--- config.mk ---
export PLATFORM = sky130hd
export DESIGN_NAME = msig_ctrl
export DESIGN_NICKNAME = d
export VERILOG_FILES = /design/src/hdl/msig_pkg.sv /design/src/hdl/msig_ctrl.sv
export SDC_FILE = /design/constraint.sdc
export NUM_CORES = 1
export LEC_CHECK = 0
export BUFFER_PORTS_ARGS = -buffer_cell sky130_fd_sc_hd__buf_2
export CAP_MARGIN = 20
export CORE_MARGIN = 3
export CORE_UTILIZATION = 45
export CTS_CLUSTER_DIAMETER = 30
export CTS_CLUSTER_SIZE = 30
export DETAILED_ROUTE_END_ITERATION = 12
export MAX_ROUTING_LAYER = met4
export PLACE_DENSITY = 0.73
export SYNTH_ARGS = -nofsm -noshare
export SYNTH_HDL_FRONTEND = slang
export SYNTH_SLANG_ARGS = --single-unit
--- constraint.sdc ---
create_clock -name clk -period 1.2 [get_ports clk]
set_input_delay 0.06 -clock clk [delete_from_list [all_inputs] [get_ports clk]]
set_output_delay 0.06 -clock clk [all_outputs]
set_load 0.01 [all_outputs]
--- src/hdl/msig_pkg.sv ---
// ----------------------------------------------------------------------------
// msig_pkg
// Types, constants and register codes of the moveout sparse index generator.
// ----------------------------------------------------------------------------
`default_nettype none

package msig_pkg;

  // Grid limits.
  localparam int MAX_SAMPLES    = 4096;
  localparam int MAX_TRACES     = 1024;
  localparam int MAX_VELOCITIES = 1024;

  // Field widths.
  localparam int TIME_W  = 12;
  localparam int TRACE_W = 10;
  localparam int VEL_W   = 10;
  localparam int P_W     = 32;
  localparam int V2_W    = 32;
  localparam int NT_W    = 13;
  localparam int IDX_W   = 16;
  localparam int SLOT_W  = 24;
  localparam int COS_W   = 17;
  localparam int RAD_W   = 34;

  // Stream payload widths.
  localparam int S_DATA_W = TIME_W + TRACE_W + VEL_W + P_W + V2_W;
  localparam int M_DATA_W = IDX_W + IDX_W + SLOT_W;

  // Square root: one result bit per iteration.
  localparam int SQRT_STEPS = 17;
  localparam int SQRT_CNT_W = $clog2(SQRT_STEPS + 1);

  // Fixed-point constants.
  localparam logic [RAD_W-1:0] RAD_ONE    = RAD_W'(64'd1 << 32);
  localparam logic [29:0]      ROUND_HALF = 30'd32768;

  // Configuration port.
  localparam int APB_ADDR_W = 3;
  localparam int APB_DATA_W = 32;
  localparam logic [0:0] REG_SAMPLE_COUNT = 1'b0;
  localparam logic [0:0] REG_CUTOFF       = 1'b1;
  localparam logic [NT_W-1:0] SAMPLE_COUNT_RST = 13'd1024;
  localparam logic [31:0]     CUTOFF_RST       = 32'hFD70_A3D7;

  // Commands from the controller to the datapath.
  typedef struct packed {
    logic load_in;
    logic mul_sq;
    logic mul_lo;
    logic mul_hi;
    logic sum;
    logic check;
    logic sqrt_step;
    logic scale;
    logic index;
    logic load_out;
  } msig_cmd_t;

  // Status from the datapath to the controller.
  typedef struct packed {
    logic sqrt_last;
    logic out_free;
  } msig_stat_t;

endpackage

`default_nettype wire

--- src/hdl/msig_ctrl.sv ---
// ----------------------------------------------------------------------------
// msig_ctrl
// Sequencer that walks one item through the datapath step by step.
// ----------------------------------------------------------------------------
`default_nettype none

module msig_ctrl (
  input  wire                  clk,
  input  wire                  rst,
  input  wire                  s_axis_tvalid,
  output logic                 s_axis_tready,
  input  msig_pkg::msig_stat_t stat,
  output msig_pkg::msig_cmd_t  cmd
);
  import msig_pkg::*;

  typedef enum logic [9:0] {
    ST_IDLE   = 10'b00_0000_0001,
    ST_MUL_SQ = 10'b00_0000_0010,
    ST_MUL_LO = 10'b00_0000_0100,
    ST_MUL_HI = 10'b00_0000_1000,
    ST_SUM    = 10'b00_0001_0000,
    ST_CHECK  = 10'b00_0010_0000,
    ST_SQRT   = 10'b00_0100_0000,
    ST_SCALE  = 10'b00_1000_0000,
    ST_INDEX  = 10'b01_0000_0000,
    ST_DONE   = 10'b10_0000_0000
  } state_t;

  state_t state;
  state_t state_next;

  // Next state and command decode.
  always_comb begin
    state_next    = state;
    cmd           = '0;
    s_axis_tready = 1'b0;
    case (state)
      ST_IDLE: begin
        s_axis_tready = 1'b1;
        if (s_axis_tvalid) begin
          cmd.load_in = 1'b1;
          state_next  = ST_MUL_SQ;
        end
      end
      ST_MUL_SQ: begin
        cmd.mul_sq = 1'b1;
        state_next = ST_MUL_LO;
      end
      ST_MUL_LO: begin
        cmd.mul_lo = 1'b1;
        state_next = ST_MUL_HI;
      end
      ST_MUL_HI: begin
        cmd.mul_hi = 1'b1;
        state_next = ST_SUM;
      end
      ST_SUM: begin
        cmd.sum    = 1'b1;
        state_next = ST_CHECK;
      end
      ST_CHECK: begin
        cmd.check  = 1'b1;
        state_next = ST_SQRT;
      end
      ST_SQRT: begin
        cmd.sqrt_step = 1'b1;
        if (stat.sqrt_last) begin
          state_next = ST_SCALE;
        end
      end
      ST_SCALE: begin
        cmd.scale  = 1'b1;
        state_next = ST_INDEX;
      end
      ST_INDEX: begin
        cmd.index  = 1'b1;
        state_next = ST_DONE;
      end
      ST_DONE: begin
        // Hand the result over once the output register is free.
        if (stat.out_free) begin
          cmd.load_out = 1'b1;
          state_next   = ST_IDLE;
        end
      end
      default: begin
        state_next = ST_IDLE;
      end
    endcase
  end

  // State register.
  always_ff @(posedge clk) begin
    if (rst) begin
      state <= ST_IDLE;
    end else begin
      state <= state_next;
    end
  end

endmodule

`default_nettype wire

==> flow_summary.yaml, run 1 <==
placed_design:
  gp_congestion: 0.856
  dpl_cell_area_um2: 856
  io_buffers: 15
  post-dp-hpwl_um: 1380
grt:
  grt_max_degree: 8
clocking:
  cts.sinks: 10
  cts_root_buffer: "clkbuf_4"
  clockBufferDepth: 2
  htreeDepth: 1
  postCtsHoldBufs: 0
  cts-buffers-inserted: 3
sta:
  worst_endpoint_kind: "top-level output"
  crit_endpoint: "cmd[5]"
synthesis:
  syn_area_um2: 636
  ys_seq_area_share_pct: 31.5
  synthCells: 76
  ys_types: 31
  avgSynthCellArea_um2: 8.36
  ys_ff_latch: 10
  yosys_warnings: 0
  syn-num-nets: 81
floorplan:
  fp-row-count: 12
  die_x_um: 43.6
  start_util_pct: 52.3
  boundaryPins: 16
  fp.dieH_um: 43.6
run_status:
  flow.stopped_at: "global routing"
  status: "stopped before the end"
  firstError: "[ERROR DPL-0038] Utilization greater than 100%, impossible to legalize"
-- per-stage QoR --
stage | util, % | TNS (ns) | setup slack, ns | cells | hold WS, ns
after floorplan | - | -1.31 | -0.131 | 76 | 0.132
after global placement | 70.4 | -2.19 | -0.207 | 119 | 0.285
after detailed placement | 70.4 | -2.97 | -0.306 | 119 | 0.291
after CTS | 97.9 | -6.09 | -0.400 | 138 | 0.00719
-- cells in the mapped netlist --
master,n,area share [%]
a2111oi_2,1,2.4
a41oi_1,1,1.4
and2b_2,1,1.4
and3_2,1,1.2
and4_1,1,1.4
buf_2,2,1.6
buf_4,1,1.2
buf_6,1,1.8
clkbuf_2,1,0.79
dfxtp_1,10,31
inv_1,4,2.4
nand2_1,4,2.4
nand2_2,1,0.98
nand2b_1,3,3.0
nand3_2,1,1.6
nand3b_1,1,1.2
nand4_1,1,0.98
nor2_1,10,5.9
nor2b_1,2,2.0
nor3_1,8,6.3
nor3b_1,1,1.2
nor4_1,4,3.9
nor4_4,2,6.7
nor4b_1,5,6.9
o2111ai_1,1,1.4
o211ai_1,1,1.2
o21ai_0,3,2.4
o21ai_2,1,1.4
or2b_1,1,1.2
or3b_1,1,1.4
xor2_1,1,1.4
-- logic make-up after synthesis --
logic type	after synthesis	synth area share [%]
buf+inv	9	7.68
simple gates	48	49.4
compound gates	8	10.0
xor+xnor	1	1.38
flops	10	31.5
-- timing repair --
action / 4_1_cts
endpoints found under the setup margin: 21
setup buffers: 15
gates resized for setup: 42
pin swaps: 16
==> run 2: changes to the inputs <==
Settings changed: CORE_AREA set to 3 3 64 66, CORE_MARGIN 3 to unset, CORE_UTILIZATION 45 to unset, CTS_CLUSTER_DIAMETER 30 to unset, CTS_CLUSTER_SIZE 30 to unset, DIE_AREA set to 0 0 67 69, MAX_ROUTING_LAYER met4 to unset, PLACE_DENSITY 0.73 to unset, PLACE_DENSITY_LB_ADDON set to 0.15.
Clock period 1.2 ns to 1.56 ns, I/O delays scaled along.
==> run 2 against run 1 <==
Effect of this change: the flow now finishes, with violations (negative setup slack); synthesized area unchanged; synthesized cell count unchanged.
==> flow_summary.yaml, run 2 <==
synthesis:
  syn-num-nets: 81
  ys_types: 31
  avgSynthCellArea_um2: 8.36
  ys_ff_latch: 10
  yosysTopAreaCell: "dfxtp_1"
  postSynth.asyncResetShare_pct: 0
  ys_seq_area_share_pct: 31.5
  synthCells: 76
  synth_top_area_share_pct: 31.5
  synth-edff-count: 0
  synth_common_cells: "dfxtp_1 (10), nor2_1 (10), nor3_1 (8)"
  syn_area_um2: 636
  yosys_warnings: 0
  yosys-top-cells-area: "dfxtp_1 (31%), nor4b_1 (6.9%), nor4_4 (6.7%)"
  ys.flop_type: "dfxtp_1"
job:
  drv_cap: 0
final_layout:
  largest_register_ffs: 10
  top_regs: "state (10)"
  layout_common_cells: "buf_2 (14), buf_4 (14), nor2_1 (9), dfxtp_1 (7)"
  antennaDiodeCount: 0
  nets: 113
  area.growth.synth_to_final_pct: 59.6
  top_register: "state"
  fin_area_um2: 1010
  drive_gt1_share_pct: 54.7
worst_setup_path:
  crit_type: "flop to primary output"
  cp_max_fo: 9
  crit_slowest_cell: "dfxtp_1"
  slowest_delay_ns: 0.50
  worst_ep_arrival_time_ns: 1.49
  rrSetupSlack_ns: 0.08
  r2r_start: "state[5]$_SDFFE_PP0P_"
  crit_chain: "nor2b_1 -> and3_4 -> inv_2 -> nor2_1 -> buf_2"
  reg2regPathDepth: 4
  startpoint_type: "flop"
  cp_data_required_time_ns: 1.48
  r2r_end: "state[6]$_SDFFE_PP0P_"
  end_kind: "primary output"
detailed_routing:
  drt_pass1_iterations: 5
  wirelength_um: 1830
  via_count: 675
  avgRoutedWirePerCell_um: 11.9
  post-route-drc-count: 0
  ant_nets: 0
  viasPerCell: 4.38
  drtIter0Drc: 29
power:
  internal-power_uw: 577
  combPwrFrac_pct: 35.1
  swShare_pct: 31.8
  switchingPower_uw: 269
  p_per_area_nw_per_um2: 833
  peakVddDrop_v: 0.000513
  p_leak_nw: 0.408
  power_frac_seq_pct: 33.9
  pwr-share-clk_pct: 30.9
run_status:
  violations: "negative setup slack"
  status: "complete, but fails checks"
floorplan:
  fp.dieH_um: 69
  start_util_pct: 17.5
  dieArea_um2: 4620
  boundaryPins: 16
  core_um2: 3630
  die_x_um: 67
  fp-row-count: 22
sta:
  fmax_mhz: 638
  setup_ws_ns: -0.00814
  post-route-period-util_pct: 101
  worst_pin_slew_ns: 0.332
  hold_viol: 0
  layout_min_cycle_time_ns: 1.57
  finalSetupViolCount: 1
  relSlewSlack_pct: 77.7
  final_max_slew_viol_count: 0
  fin_setup_tns_ns: -0.00814
  rsz0062_at_grt: "yes"
  fin_skew_ns: 0.00286
placed_design:
  post-dp-hpwl_um: 1340
  io_buffers: 15
  gp_congestion: 0.744
  dpl_cell_area_um2: 827
grt:
  grt_max_degree: 10
  first_global_vias: 644
  antenna_found_initial: 0
  grt_pass1_wl_um: 2950
  grtUsageTotal_pct: 8.39
  grt_overflow_total: 0
min_path:
  hp-start: "rst"
  hold_path_class: "input port to flop"
  hold_end: "state[6]$_SDFFE_PP0P_"
  hold_path_depth: 2
clocking:
  tritoncts: "built"
  clockBufferDepth: 2
  insertion_delay_ns: 0.23
  cts_root_buffer: "clkbuf_8"
  cts-buffers-inserted: 3
  postCtsHoldBufs: 0
  htreeDepth: 1
  cts.sinks: 10
  clk_pin_slew_ns: 0.04
[run 2: routing by layer]
metal | GRT usage (%) | share of wire, %
met5 | 0 | 0
met4 | 2.48 | 0.60
met3 | 3.75 | 6.5
met2 | 13.2 | 51
met1 | 10.1 | 42
[run 2: logic make-up (layout without fill, tap and decap cells)]
logic type / Yosys count / in the layout / share of synthesized area (%)
DFF: 10 / 10 / 31.5
AOI/OAI and AO/OA: 8 / 8 / 10.0
xor gates and xnor gates: 1 / 1 / 1.38
buffers and inverters: 9 / 39 / 7.68
and+or+nand+nor: 48 / 48 / 49.4
[run 2: what timing repair did]
action / CTS / global route
pin swaps: 1 / 6
setup buffers: 2 / 3
hold endpoints to repair: 0 / 0
gates resized for setup: 4 / 22
setup endpoints to repair: 5 / 10
[run 2: layout make-up]
cell class,count,area [um2]
Sequential cell,10,209
Multi-Input combinational cell,57,469
Fill cell,413,2620
Tap cell,48,60.1
Inverter,4,15.0
Timing Repair Buffer,32,220
Clock buffer,3,41.3
[run 2: worst max-delay path: cells and delay by family, from the launching register on]
| family | cells | cell delay (ns) |
|---|---|---|
| buffers and inverters | 2 | 0.17 |
| DFF | 1 | 0.50 |
| and+or+nand+nor | 3 | 0.59 |
[run 2: worst max-delay path by stage]
| stage | start | to | slack, ns | cells after the start |
|---|---|---|---|---|
| after global routing | state[3]$_SDFFE_PP0P_ | cmd[2] | -0.13 | 4 |
| final | state[0]$_SDFFE_PP1P_ | cmd[9] | -0.008 | 5 |
| after detailed placement | state[5]$_SDFFE_PP0P_ | state[4]$_SDFFE_PP0P_ | 0.08 | 5 |
| after floorplan | state[4]$_SDFFE_PP0P_ | cmd[9] | 0.21 | 5 |
| after CTS | state[9]$_SDFFE_PP0P_ | cmd[9] | 0.01 | 6 |
| after global placement | state[5]$_SDFFE_PP0P_ | state[4]$_SDFFE_PP0P_ | 0.10 | 5 |
[run 2: through the flow]
| stage | total power, mW | hold WS, ns | setup slack, ns | cells | util (%) |
|---|---|---|---|---|---|
| global placement | 0.512 | 0.312 | 0.104 | 146 | 22.8 |
| CTS | 0.779 | 0.0717 | 0.0128 | 151 | 24.6 |
| floorplan | 0.427 | 0.150 | 0.210 | 76 | - |
| detailed placement | 0.509 | 0.310 | 0.0848 | 146 | 22.8 |
| finish | 0.846 | 0.0677 | -0.00814 | 154 | 27.9 |
| global route | 0.901 | 0.0721 | -0.129 | 154 | 27.9 |
[run 2: power by group through the flow]
stage | combinational, mW | clock [mW] | sequential, mW
floorplan | 0.143 | 0 | 0.284
global placement | 0.218 | 0 | 0.294
detailed placement | 0.216 | 0 | 0.293
CTS | 0.221 | 0.271 | 0.288
global route | 0.325 | 0.288 | 0.289
finish | 0.297 | 0.262 | 0.287
Power figures use the tool's default switching activity.
==> run 3: changes to the inputs <==
--- a/constraint.sdc
+++ b/constraint.sdc
@@ -3,2 +3,2 @@
 set_output_delay 0.078 -clock clk [all_outputs]
-set_load 0.01 [all_outputs]
+set_load 0.02 [all_outputs]
==> run 3 against run 2 <==
Effect of this change: the flow still finishes with violations (negative setup slack); cell count down 0.65%; clock power up 25%; worst setup slack worse by 0.0084 ns; critical path depth up 1; global-route usage up 0.18 points; worst hold slack worse by 0.014 ns; register-to-register slack about the same; fmax down 0.53%; power up 10%; clock skew down 0.0017 ns; combinational power up 5%; critical endpoint unchanged; highest routed layer unchanged.
==> flow_summary.yaml, run 3 (synthesized netlist as in run 2, its figures left out) <==
final_layout:
  nets: 111
  area.growth.synth_to_final_pct: 62.0
  top_register: "state"
  layout_common_cells: "buf_4 (20), nor2_1 (8), buf_2 (5), buf_6 (5), dfxtp_2 (5)"
  antennaDiodeCount: 0
  fin_util_pct: 28.3
  drive_gt1_share_pct: 56.2
  top_regs: "state (10)"
  largest_register_ffs: 10
  final_common_cell: "buf_4"
detailed_routing:
  drt_pass1_iterations: 4
  avgRoutedWirePerCell_um: 12.0
  post-route-drc-count: 0
  viasPerCell: 4.35
  wirelength_um: 1840
  ant_nets: 0
  drtIter0Drc: 11
  via_count: 665
worst_setup_path:
  worstPathBufferInverterCount: 3
  crit_chain: "nor4_4 -> buf_4 -> and3_4 -> inv_2 -> nor2_4 -> buf_6"
  crit_slowest_cell: "dfxtp_4"
  slowest_delay_ns: 0.35
  end_kind: "primary output"
  cp_data_required_time_ns: 1.48
  worst_ep_arrival_time_ns: 1.50
  crit_type: "flop to primary output"
  cp_max_fo: 6
  startpoint_type: "flop"
  cp_top_family: "simple AND/OR/NAND/NOR gates"
placed_design:
  gp_congestion: 0.707
  post-dp-hpwl_um: 1400
  io_buffers: 15
sta:
  hold_viol: 0
  hold_slack_ns: 0.0542
  fin_setup_tns_ns: -0.0166
  fin_skew_ns: 0.00112
  worst_pin_slew_ns: 0.364
  layout_min_cycle_time_ns: 1.58
  fmax_mhz: 634
  relSlewSlack_pct: 75.5
  finalSetupViolCount: 1
  setup_ws_ns: -0.0166
  final_max_slew_viol_count: 0
  post-route-period-util_pct: 101
  rsz0062_at_grt: "yes"
power:
  p_leak_nw: 0.402
  peakVddDrop_v: 0.000291
  p_per_area_nw_per_um2: 905
  p_total_uw: 932
floorplan:
  core_um2: 3630
  die_x_um: 67
  fp-row-count: 22
  boundaryPins: 16
  fp.dieH_um: 69
  dieArea_um2: 4620
  start_util_pct: 17.5
clocking:
  tritoncts: "built"
  htreeDepth: 1
  cts_root_buffer: "clkbuf_8"
  insertion_delay_ns: 0.23
  cts-buffers-inserted: 3
  cts.sinks: 10
  clk_pin_slew_ns: 0.05
  clockBufferDepth: 2
grt:
  grt_max_degree: 9
  grtUsageTotal_pct: 8.57
  grt_overflow_total: 0
  first_global_vias: 631
  grt_pass1_wl_um: 3050
  antenna_found_initial: 0
min_path:
  hold_path_class: "input port to flop"
job:
  drv_cap: 0
run_status:
  violations: "negative setup slack"
  status: "complete, but fails checks"
-- run 3: stage by stage --
stage                     cell area [um2]  cells  setup WS, ns
after floorplan                       636     76        0.0380
after CTS                             898    149       -0.0790
final                                1030    153       -0.0166
after detailed placement              812    144         0.100
after global placement                812    144        0.0988
after global routing                 1030    153        -0.124
-- run 3: metal layers --
metal / up-vias / share of wire [%] / track usage [%]
li1: 336 / - / -
met1: 318 / 47 / 11.1
met2: 9 / 49 / 13.1
met3: 2 / 3.8 / 1.95
met4: 0 / 0.54 / 4.05
met5: - / 0 / 0
-- run 3: worst paths after layout --
path | cells after the start | to | from | slack (ns)
worst max-delay path | 6 | cmd[9] | state[9]$_SDFFE_PP0P_ | -0.02
worst min-delay path | 2 | state[9]$_SDFFE_PP0P_ | rst | 0.05
worst max register to register | 7 | state[4]$_SDFFE_PP0P_ | state[4]$_SDFFE_PP0P_ | 0.09
worst min register to register | 2 | state[2]$_SDFFE_PP0P_ | state[1]$_SDFFE_PP0P_ | 0.57
-- run 3: power by group --
part | switching, mW | internal (mW) | total [mW]
Combinational | 0.159 | 0.153 | 0.313
Sequential | 0.0251 | 0.268 | 0.293
Clock | 0.105 | 0.222 | 0.327
Total | 0.289 | 0.643 | 0.932
-- run 3: layout make-up --
type / instances / area (um2)
inverter: 4 / 15.0
multi-input combinational: 57 / 458
fill: 411 / 2600
clock buffer: 4 / 55.1
timing repair buffer: 30 / 231
tap: 48 / 60.1
sequential: 10 / 210
-- run 3: what timing repair did --
action                     4_1_cts  5_1_grt
hold endpoints to repair         0        0
hold buffers                     0        0
setup endpoints to repair        8       15
buffers inserted                 1        4
gates resized for setup          8       29
pin swaps                        2        6
==> run 4: changes to the inputs <==
Settings changed: REMOVE_ABC_BUFFERS set to 1.
==> run 4 against run 3 <==
Effect of this change: the run now ends clean; critical path type unchanged; global-route usage rose by 0.20 points; non-clock buffer count grew 1; highest routed layer unchanged; clock skew about the same; worst hold slack improved by 0.0083 ns.
==> flow_summary.yaml, run 4 (synthesized netlist as in run 2, its figures left out) <==
floorplan:
  start_util_pct: 17.5
  core_um2: 3630
  boundaryPins: 16
  fp-row-count: 22
  fp.dieH_um: 69
  die_x_um: 67
  dieArea_um2: 4620
placed_design:
  place_inst: 140
  place_ws_ns: 0.108
  gp_congestion: 0.673
  io_buffers: 15
  post-dp-hpwl_um: 1380
detailed_routing:
  ant_nets: 0
  drtIter0Drc: 13
  drt_pass1_iterations: 4
  post-route-drc-count: 0
  via_count: 669
  viasPerCell: 4.37
  avgRoutedWirePerCell_um: 12.5
  wirelength_um: 1920
final_layout:
  top_regs: "state (10)"
  final_common_cell: "buf_4"
  antennaDiodeCount: 0
  layout_common_cells: "buf_4 (19), nor2_1 (9), buf_6 (7), buf_2 (5)"
  layout.cells.non_filler: 153
  top_register: "state"
  largest_register_ffs: 10
  fill_cells: 413
  nets: 112
  area.growth.synth_to_final_pct: 68.9
  fin_util_pct: 29.5
  drive_gt1_share_pct: 60.0
sta:
  hold_viol: 0
  worst_pin_slew_ns: 0.362
  finalSetupViolCount: 0
  final_max_slew_viol_count: 0
  rsz0062_at_grt: "yes"
  setup_ws_ns: 0.00279
  fin_skew_ns: 0.00106
  post-route-period-util_pct: 99.8
  fin_setup_tns_ns: 0
  fmax_mhz: 642
  relSlewSlack_pct: 75.5
  layout_min_cycle_time_ns: 1.56
worst_setup_path:
  cp_max_fo: 5
  crit_chain: "nor4_4 -> buf_6 -> and3_4 -> inv_4 -> nor2_4 -> buf_6"
  crit_slowest_cell: "dfxtp_4"
  crit_type: "flop to primary output"
  worst_ep_arrival_time_ns: 1.48
  slowest_delay_ns: 0.36
  startpoint_type: "flop"
  cpMostUsedCell: "buf_6"
  cp_data_required_time_ns: 1.48
  end_kind: "primary output"
run_status:
  status: "completed"
min_path:
  hold_path_class: "input port to flop"
grt:
  grt_max_degree: 10
  first_global_vias: 678
  grtUsageTotal_pct: 8.77
  grt_pass1_wl_um: 3160
  grt_overflow_total: 0
  antenna_found_initial: 0
clocking:
  cts_root_buffer: "clkbuf_8"
  cts.sinks: 10
  clk_pin_slew_ns: 0.05
  htreeDepth: 1
  cts-buffers-inserted: 3
  insertion_delay_ns: 0.23
  clockBufferDepth: 2
  postCtsHoldBufs: 0
  tritoncts: "built"
job:
  drv_cap: 0
power:
  p_per_area_nw_per_um2: 846
  p_total_uw: 908
  peakVddDrop_v: 0.000489
  p_leak_nw: 0.415
run 4: layout make-up:
class                   instances  area (um2)  area share (%)
clock buffers                   3        41.3            3.85
inverters                       4        17.5            1.63
multi-input cells              57         492            45.8
flip-flops and latches         10         216            20.2
well taps                      48        60.1            5.59
repair buffers                 31         246            23.0
run 4: where the power goes:
part / leakage, nW / internal [mW] / switching (mW)
combinational: 0.309 / 0.164 / 0.173
sequential: 0.0845 / 0.266 / 0.0327
clock: 0.0216 / 0.169 / 0.103
total: 0.415 / 0.600 / 0.308
run 4: worst max-delay path: cells and delay by family, from the launching register on:
kind,cells,cell delay (ns)
DFF,1,0.36
buffers and inverters,3,0.33
and+or+nand+nor,3,0.55
run 4: timing repair:
action | in CTS | in global routing
pin swaps | 3 | 6
endpoints found under the setup margin | 8 | 15
setup buffers | 4 | 6
resized for setup | 13 | 37
run 4: metrics by stage:
stage | area (um2) | hold WS [ns]
global placement | 782 | 0.324
CTS | 891 | 0.0747
floorplan | 602 | 0.150
finish | 1070 | 0.0624
global route | 1070 | 0.0717
detailed placement | 782 | 0.326
run 4: path summary, 6_finish.rpt:
kind,from,slack [ns],cells past startpoint,to
min,rst,0.06,2,state[6]$_SDFFE_PP0P_
min reg2reg,state[1]$_SDFFE_PP0P_,0.58,2,state[2]$_SDFFE_PP0P_
max,state[7]$_SDFFE_PP0P_,0.003,6,cmd[9]
max reg2reg,state[7]$_SDFFE_PP0P_,0.06,7,state[2]$_SDFFE_PP0P_
run 4: routing by layer:
metal	global-route usage, %	share of wire, %	vias up
li1	-	-	339
met1	11.5	46	313
met2	13.4	49	13
met3	2.93	3.5	4
met4	2.70	1.1	0
met5	0	0	-
